`src/design/tcfe_pkg.sv`:
```
// Shared types, constants and trig table builders for the timestamp feature encoder.
package tcfe_pkg;

  localparam int OutFracBits = 14;
  localparam int FeatWidth = 16;
  localparam int SecWidth = 39;
  localparam int MeanWidth = 22;
  localparam int InvStdWidth = 24;
  localparam int YearFrac = 24;
  localparam int CfgIndexWidth = 2;
  localparam int CfgDataWidth = 24;

  localparam logic [CfgIndexWidth-1:0] RegYearMean = CfgIndexWidth'(0);
  localparam logic [CfgIndexWidth-1:0] RegYearInvStd = CfgIndexWidth'(1);

  localparam logic [MeanWidth-1:0] YearMeanReset = MeanWidth'(512000);
  localparam logic [InvStdWidth-1:0] YearInvStdReset = InvStdWidth'(65536);

  typedef logic signed [FeatWidth-1:0] feat_t;
  typedef logic signed [15:0] year_t;

  typedef struct packed {
    year_t      year;
    logic [3:0] month;
    logic [4:0] day;
    logic       missing;
  } date_t;

  typedef logic [15:0][FeatWidth-1:0] month_tab_t;
  typedef logic [31:0][FeatWidth-1:0] day_tab_t;

  localparam longint Months = 12;
  localparam longint Days = 31;
  localparam longint Q30One = 64'sd1073741824;
  localparam longint Q30Half = 64'sd536870912;
  localparam longint Q30HalfPi = 64'sd1686629713;
  localparam longint TaylorSinDiv [8] = '{6, 20, 42, 72, 110, 156, 210, 272};
  localparam longint TaylorCosDiv [8] = '{2, 12, 30, 56, 90, 132, 182, 240};

  // sin or cos in Q30 of x (Q30 radians, 0..pi/4), nine series terms
  function automatic longint taylor_q30(input longint x, input bit want_cos);
    longint x2, ts, tc, ss, cc;
    x2 = (x * x + Q30Half) >>> 30;
    ts = x;
    tc = Q30One;
    ss = x;
    cc = Q30One;
    for (int i = 0; i < 8; i++) begin
      ts = ((ts * x2 + Q30Half) >>> 30) / TaylorSinDiv[i];
      tc = ((tc * x2 + Q30Half) >>> 30) / TaylorCosDiv[i];
      if ((i & 1) == 0) begin
        ss = ss - ts;
        cc = cc - tc;
      end else begin
        ss = ss + ts;
        cc = cc + tc;
      end
    end
    return want_cos ? cc : ss;
  endfunction

  // octant swap and quadrant rotation of the reduced angle
  function automatic longint trig_pick(input longint q, input longint x, input bit swap,
                                       input bit want_cos);
    longint ps, pc, tmp, s, c;
    ps = taylor_q30(x, 1'b0);
    pc = taylor_q30(x, 1'b1);
    if (swap) begin
      tmp = ps;
      ps = pc;
      pc = tmp;
    end
    unique case (q[1:0])
      2'd0: begin s = ps;  c = pc;  end
      2'd1: begin s = pc;  c = -ps; end
      2'd2: begin s = -ps; c = -pc; end
      2'd3: begin s = -pc; c = ps;  end
    endcase
    return want_cos ? c : s;
  endfunction

  function automatic longint month_q30(input longint k, input bit want_cos);
    longint kk, q, rem, x;
    bit swap;
    kk = ((k % Months) + Months) % Months;
    q = (4 * kk) / Months;
    rem = 4 * kk - q * Months;
    swap = (2 * rem > Months);
    if (swap) x = (Q30HalfPi * (Months - rem) + Months / 2) / Months;
    else x = (Q30HalfPi * rem + Months / 2) / Months;
    return trig_pick(q, x, swap, want_cos);
  endfunction

  function automatic longint day_q30(input longint k, input bit want_cos);
    longint kk, q, rem, x;
    bit swap;
    kk = ((k % Days) + Days) % Days;
    q = (4 * kk) / Days;
    rem = 4 * kk - q * Days;
    swap = (2 * rem > Days);
    if (swap) x = (Q30HalfPi * (Days - rem) + Days / 2) / Days;
    else x = (Q30HalfPi * rem + Days / 2) / Days;
    return trig_pick(q, x, swap, want_cos);
  endfunction

  // Q30 to output format: round half away from zero, then saturate
  function automatic feat_t to_out_q30(input longint v, input int frac);
    longint r, mag;
    int s;
    s = 30 - frac;
    if (s <= 0) begin
      r = v;
    end else begin
      mag = (v < 0) ? -v : v;
      mag = (mag + (longint'(1) <<< (s - 1))) >>> s;
      r = (v < 0) ? -mag : mag;
    end
    if (r < -32768) r = -32768;
    if (r > 32767) r = 32767;
    return feat_t'(r);
  endfunction

  // indexed by month number; 12 wraps to 0
  function automatic month_tab_t month_tab(input int frac, input bit want_cos);
    month_tab_t t;
    for (int k = 0; k < 16; k++) t[k] = to_out_q30(month_q30(longint'(k), want_cos), frac);
    return t;
  endfunction

  // indexed by day of month; 31 wraps to 0
  function automatic day_tab_t day_tab(input int frac, input bit want_cos);
    day_tab_t t;
    for (int k = 0; k < 32; k++) t[k] = to_out_q30(day_q30(longint'(k), want_cos), frac);
    return t;
  endfunction

endpackage

```
`src/design/tcfe_civil.sv`:
```
// Pipelined conversion of Unix seconds to proleptic Gregorian year, month and day.
module tcfe_civil import tcfe_pkg::*; (
  input  logic                       clk,
  input  logic                       rst,
  input  logic                       in_valid,
  output logic                       in_stall,
  input  logic signed [SecWidth-1:0] unix_seconds,
  input  logic                       is_missing,
  output logic                       out_valid,
  input  logic                       out_stall,
  output date_t                      date
);

  localparam int Stages = 11;
  localparam longint EraBias = 17;
  localparam longint SecDiv = 675;
  // shift day zero so every date is nonnegative and starts on a 400-year era
  localparam longint DayBias = 64'd719468 + 64'd146097 * EraBias;
  localparam logic [32:0] SecBias = 33'(SecDiv * DayBias);
  localparam logic [23:0] SecRecip = 24'(64'h2_0000_0000 / SecDiv);
  localparam logic [10:0] SecDiv11 = 11'(SecDiv);
  localparam logic [5:0]  EraRecip = 6'd57;
  localparam logic [18:0] EraDays19 = 19'd146097;
  localparam logic [7:0]  Rec1460 = 8'd179;
  localparam logic [11:0] Div1460 = 12'd1460;
  localparam logic [9:0]  Rec365 = 10'd718;
  localparam logic [9:0]  Div365 = 10'd365;
  localparam logic [15:0] YearBias = 16'(EraBias * 400);
  localparam logic [8:0]  MonthStart [12] = '{9'd0, 9'd31, 9'd61, 9'd92, 9'd122, 9'd153,
                                             9'd184, 9'd214, 9'd245, 9'd275, 9'd306, 9'd337};

  logic [Stages-1:0] vld, vld_next, vld_in;
  logic [Stages:0]   open;
  logic [Stages-1:0] miss;

  assign open[Stages] = ~out_stall;
  for (genvar g = 0; g < Stages; g++) begin : g_open
    assign open[g] = ~vld[g] | open[g+1];
  end

  assign vld_in = {vld[Stages-2:0], in_valid};
  assign vld_next = (open[Stages-1:0] & vld_in) | (~open[Stages-1:0] & vld);
  assign in_stall = ~open[0];
  assign out_valid = vld[Stages-1];

  always_ff @(posedge clk) begin
    if (rst) begin
      vld <= '0;
    end else begin
      vld <= vld_next;
    end
  end

  // stage payloads
  logic [32:0] s1_v, s2_v;
  logic [22:0] s2_q, s3_z, s4_z;
  logic [5:0]  s4_era, s5_era, s6_era, s7_era, s8_era, s9_era, s10_era;
  logic [17:0] s5_doe, s6_doe, s7_doe, s8_doe, s9_doe;
  logic [6:0]  s6_a;
  logic [2:0]  s6_b;
  logic        s6_c;
  logic [17:0] s7_n, s8_n;
  logic [8:0]  s8_y, s9_yoe, s10_yoe;
  logic [8:0]  s10_doy;
  year_t       s11_year;
  logic [3:0]  s11_month;
  logic [4:0]  s11_day;

  logic [33:0] v1;
  logic [56:0] p2;
  logic [10:0] r3;
  logic [28:0] p4;
  logic [18:0] r5;
  logic        geq5;
  logic [25:0] p6;
  logic [2:0]  b6;
  logic [11:0] ra7;
  logic [6:0]  a7;
  logic [27:0] p8;
  logic [9:0]  ry9;
  logic [1:0]  cent10;
  logic [17:0] doy10;
  logic [3:0]  mp11;

  always_comb begin
    // floor(t / 128) is the top bits; bias makes it nonnegative
    v1 = {{2{unix_seconds[SecWidth-1]}}, unix_seconds[SecWidth-1:7]} + {1'b0, SecBias};
    p2 = 57'(s1_v) * 57'(SecRecip);
    // remainder below 2*675, so low bits are enough
    r3 = s2_v[10:0] - s2_q[10:0] * SecDiv11;
    p4 = 29'(s3_z) * 29'(EraRecip);
    r5 = s4_z[18:0] - 19'(s4_era) * EraDays19;
    geq5 = (r5 >= EraDays19);
    p6 = 26'(s5_doe) * 26'(Rec1460);
    b6 = 3'(s5_doe >= 18'd36524) + 3'(s5_doe >= 18'd73048)
       + 3'(s5_doe >= 18'd109572) + 3'(s5_doe >= 18'd146096);
    ra7 = s6_doe[11:0] - 12'(s6_a) * Div1460;
    a7 = s6_a + 7'(ra7 >= Div1460);
    p8 = 28'(s7_n) * 28'(Rec365);
    ry9 = s8_n[9:0] - 10'(s8_y) * Div365;
    cent10 = 2'(s9_yoe >= 9'd100) + 2'(s9_yoe >= 9'd200) + 2'(s9_yoe >= 9'd300);
    doy10 = s9_doe - (18'(s9_yoe) * 18'd365 + 18'(s9_yoe >> 2) - 18'(cent10));
    // month index counted from March
    mp11 = 4'd0;
    for (int j = 1; j < 12; j++) begin
      if (s10_doy >= MonthStart[j]) mp11 = 4'(j);
    end
  end

  always_ff @(posedge clk) begin
    if (open[0]) begin
      s1_v <= v1[32:0];
      miss[0] <= is_missing;
    end
    for (int i = 1; i < Stages; i++) begin
      if (open[i]) miss[i] <= miss[i-1];
    end
    if (open[1]) begin
      s2_q <= p2[55:33];
      s2_v <= s1_v;
    end
    if (open[2]) begin
      s3_z <= s2_q + 23'(r3 >= SecDiv11);
    end
    if (open[3]) begin
      s4_era <= p4[28:23];
      s4_z <= s3_z;
    end
    if (open[4]) begin
      s5_era <= s4_era + 6'(geq5);
      s5_doe <= geq5 ? 18'(r5 - EraDays19) : 18'(r5);
    end
    if (open[5]) begin
      s6_a <= p6[24:18];
      s6_b <= b6;
      s6_c <= (s5_doe == 18'd146096);
      s6_doe <= s5_doe;
      s6_era <= s5_era;
    end
    if (open[6]) begin
      s7_n <= s6_doe - 18'(a7) + 18'(s6_b) - 18'(s6_c);
      s7_doe <= s6_doe;
      s7_era <= s6_era;
    end
    if (open[7]) begin
      s8_y <= p8[26:18];
      s8_n <= s7_n;
      s8_doe <= s7_doe;
      s8_era <= s7_era;
    end
    if (open[8]) begin
      s9_yoe <= s8_y + 9'(ry9 >= Div365);
      s9_doe <= s8_doe;
      s9_era <= s8_era;
    end
    if (open[9]) begin
      s10_doy <= doy10[8:0];
      s10_yoe <= s9_yoe;
      s10_era <= s9_era;
    end
    if (open[10]) begin
      s11_day <= 5'(s10_doy - MonthStart[mp11] + 9'd1);
      s11_month <= (mp11 < 4'd10) ? mp11 + 4'd3 : mp11 - 4'd9;
      // January and February belong to the following year
      s11_year <= year_t'(16'(s10_yoe) + 16'(s10_era) * 16'd400 - YearBias
                          + 16'(mp11 >= 4'd10));
    end
  end

  assign date = '{year: s11_year, month: s11_month, day: s11_day, missing: miss[Stages-1]};

`ifndef SYNTH
  a_doe_range: assert property (@(posedge clk) disable iff (rst)
    vld[4] |-> (19'(s5_doe) < EraDays19))
    else $error("day of era out of range");

  a_yoe_range: assert property (@(posedge clk) disable iff (rst)
    vld[8] |-> (s9_yoe < 9'd400))
    else $error("year of era out of range");

  a_date_range: assert property (@(posedge clk) disable iff (rst)
    out_valid |-> (date.month >= 4'd1 && date.month <= 4'd12 &&
                   date.day >= 5'd1 && date.day <= 5'd31))
    else $error("civil date out of range");
`endif

endmodule
```
`config.mk`:
```
export PLATFORM = sky130hd
export DESIGN_NAME = tcfe_civil
export DESIGN_NICKNAME = d
export VERILOG_FILES = /design/src/design/tcfe_pkg.sv /design/src/design/tcfe_civil.sv
export SDC_FILE = /design/constraint.sdc
export NUM_CORES = 2
export LEC_CHECK = 0
export ABC_AREA = 1
export BUFFER_PORTS_ARGS = -buffer_cell sky130_fd_sc_hd__buf_2
export CELL_PAD_IN_SITES_DETAIL_PLACEMENT = 2
export CELL_PAD_IN_SITES_GLOBAL_PLACEMENT = 2
export CORE_MARGIN = 2
export CORE_UTILIZATION = 35
export DETAILED_ROUTE_END_ITERATION = 10
export PLACE_DENSITY_LB_ADDON = 0.1
export REMOVE_ABC_BUFFERS = 1
export SLEW_MARGIN = 10
export SYNTH_ARGS = -nofsm -noshare
export SYNTH_HDL_FRONTEND = slang
export SYNTH_SLANG_ARGS = --single-unit
```
`constraint.sdc`:
```
create_clock -name clk -period 22.1 [get_ports clk]
set_input_delay 2.21 -clock clk [delete_from_list [all_inputs] [get_ports clk]]
set_output_delay 2.21 -clock clk [all_outputs]
set_load 0.05 [all_outputs]
```
==> flow_summary.yaml <==
yosys:
  synth_cells: 4492
  yosys.area.top_type_share: 0.2511
  synthFlopType: "edfxtp_1"
  synth.top_cells.by_area: "ha_1 (25%), edfxtp_1 (23%), fa_1 (21%), inv_1 (9.4%), nand2_1 (5.0%)"
  ys_async_sr_fraction: 0
  ys_types: 48
  synth_edf_count: 325
  yosysTopAreaCell: "ha_1"
  synth-seq-cells: 336
  netlist_area_um2: 43150
  synth_area_per_cell_um2: 9.606
  ys_warn_count: 0
  yosysSeqAreaShare: 0.2313
die:
  core.rowCount: 128
  die_area_um2: 126100
  io_pins: 72
  initial_core_util: 0.3536
  die-height_um: 355.1
  die_w_um: 355.1
  core_um2: 122000
timing:
  finalHoldViolCount: 0
  max_freq_mhz: 109.3
  finalCritPeriodShare: 0.4139
  fin_skew_ns: 0.02890
  worst_pin_slew_ns: 1.112
  min_period_ns: 9.147
  hold_ws_ns: 0.4131
  max-slew-margin-rel: 0.2578
  setup_tns_ns: 0
  grt_setup_unrepaired: "no"
  maxSlewViolCount: 0
  setup_viol: 0
layout:
  area_growth_pct: 8.728
  layout.cells.non_filler: 6273
  finish.utilization: 0.3845
  drive_gt1_frac: 0.03594
  finalNetCount: 5982
drt:
  finalWirelength_mm: 117.9
  drt_iter0_drc: 1084
  drc: 0
  first_pass_iters: 5
  vias: 30197
  wl_per_cell_um: 18.80
  ant_nets: 0
  vias_per_cell: 4.814
cts:
  cts_buffer_depth: 3
  clkTransAtPathRegs_ns: 0.06
  cts_tree: "yes"
  htree_levels: 2
  cts_setup_buffers: 0
  cts_resized: 0
  cts_made_buffers: 43
  clock-root-buffer: "clkbuf_16"
  hold_buffers: 0
  clock_latency_ns: 0.63
  numClockSinks: 336
placed_design:
  dpl.cell_count: 6194
  gp_congestion: 0.8123
  detailed_place_hpwl_mm: 101.8
  io_buffers: 64
global_routing:
  track_usage: 0.1927
  gr-total-overflow: 0
  grt_max_degree: 37
  grt_pass1_wl_mm: 190.8
  grt_pass1_vias: 34368
  antenna_found_initial: 5
critical_path:
  criticalPathCategory: "input port to output pin"
  crit_required_ns: 19.89
  cp.arrival_ns: 6.94
  start_kind: "input port"
  crit_path_end_kind: "output pin"
  cp_max_fo: 36
  reg2reg_slack_ns: 13.83
flow_run:
  drv_cap: 0
hold_path:
  hold_path.class: "flip-flop to flip-flop"
outcome:
  status: "complete, no violations"
-- worst max-delay path, stage by stage --
cell and delay (ns):
buf_2 0.09, nand2_1 0.06, buf_4 0.33, nor2_1 0.08, inv_1 0.06, buf_4 0.33, nor2_1 0.07, inv_1 0.77
nor2_1 0.21, nand2_1 0.12, buf_4 0.46, nor2_1 0.15, nand2_1 0.11, buf_4 0.34, nor2_1 0.14, nand2_1 0.19
nor2_1 0.09, nand2_2 0.68, inv_1 0.13, buf_2 0.26
-- state kept, by name (all words and copies together), names as in the netlist, 10 cells and up, named ones only --
signal	flops
s2_q	23
s11_year	16
s2_v	11
s6_doe	18
s7_n	18
s5_doe	18
s1_v	33
s8_n	10
s4_z	19
s3_z	23
miss	11
-- final timing paths --
| kind | start | endpoint | cells past startpoint |
|---|---|---|---|
| max reg2reg | s6_a[1] | s7_n[14] | 34 |
| min reg2reg | s8_doe[8] | s9_doe[8] | 0 |
| max | out_stall | in_stall | 20 |
| min | s8_doe[8] | s9_doe[8] | 0 |
-- cells in the mapped netlist (3+ instances only) --
master / instances
nand2_2: 5
a21oi_1: 222
inv_2: 3
xor2_1: 154
nand3_1: 124
xnor2_1: 89
nand4_1: 46
o2111ai_1: 5
ha_1: 866
and3_1: 6
fa_1: 458
o21ai_0: 125
nand3b_1: 8
o221ai_1: 4
nor3_1: 35
dfxtp_1: 11
nor4_1: 15
nor2_1: 212
o31ai_1: 8
edfxtp_1: 325
nand2_1: 578
inv_1: 1082
o211ai_1: 3
o21a_1: 10
o21ai_1: 12
or2_2: 7
a21o_1: 19
buf_6: 3
o21bai_1: 6
and2_1: 6
a211oi_1: 7
a31oi_1: 18
-- layer usage --
metal | up-vias | global-route usage | part of all wire
met5 | - | 0 | 0.000093
met4 | 2 | 0.03746 | 0.016
met3 | 89 | 0.02062 | 0.023
met2 | 218 | 0.3439 | 0.50
met1 | 15217 | 0.2520 | 0.46
li1 | 14671 | - | -
-- cells in the final DEF (no fill, tap or decap), types with 18 or more instances in the layout --
cell type  instances
inv_1           1082
ha_1             866
nand2_1          577
fa_1             458
edfxtp_1         325
a21oi_1          222
nor2_1           212
xor2_1           154
o21ai_0          125
nand3_1          124
xnor2_1           89
buf_2             64
nand4_1           46
clkbuf_16         43
nor3_1            35
a21o_1            19
a31oi_1           18
buf_4             18
-- area by class of cell --
class                   count  area [um2]
flip-flops and latches    336        9980
diodes                      2       5.005
multi-input cells        3066       29060
clock buffers              52        1110
fillers                 13375       75120
clock inverters            25       205.2
inverters                1085        4073
repair buffers             82       455.4
well taps                1625        2033
-- metrics by stage --
| stage | setup WS [ns] | instance area (um2) |
|---|---|---|
| 2_1_floorplan | 11.91 | 43110 |
| 6_report | 12.95 | 46920 |
| 5_1_grt | 12.41 | 46910 |
| 3_3_place_gp | 13.07 | 45600 |
| 4_1_cts | 12.77 | 46910 |
| 3_5_place_dp | 12.80 | 45600 |
-- logic make-up (layout without fill, tap and decap cells) --
group / after synthesis / count (layout) / synth area share
fa+ha+maj: 1324 / 1324 / 0.4636
simple gates: 1048 / 1048 / 0.1021
compound gates: 449 / 449 / 0.05753
flops: 336 / 336 / 0.2313
buf+inv: 1090 / 1244 / 0.09542
other cells: 0 / 2 / 0
xor+xnor: 245 / 245 / 0.05008
Power is not shown: default switching activity piles up to over one toggle a cycle in this logic, so the estimate is an artifact.
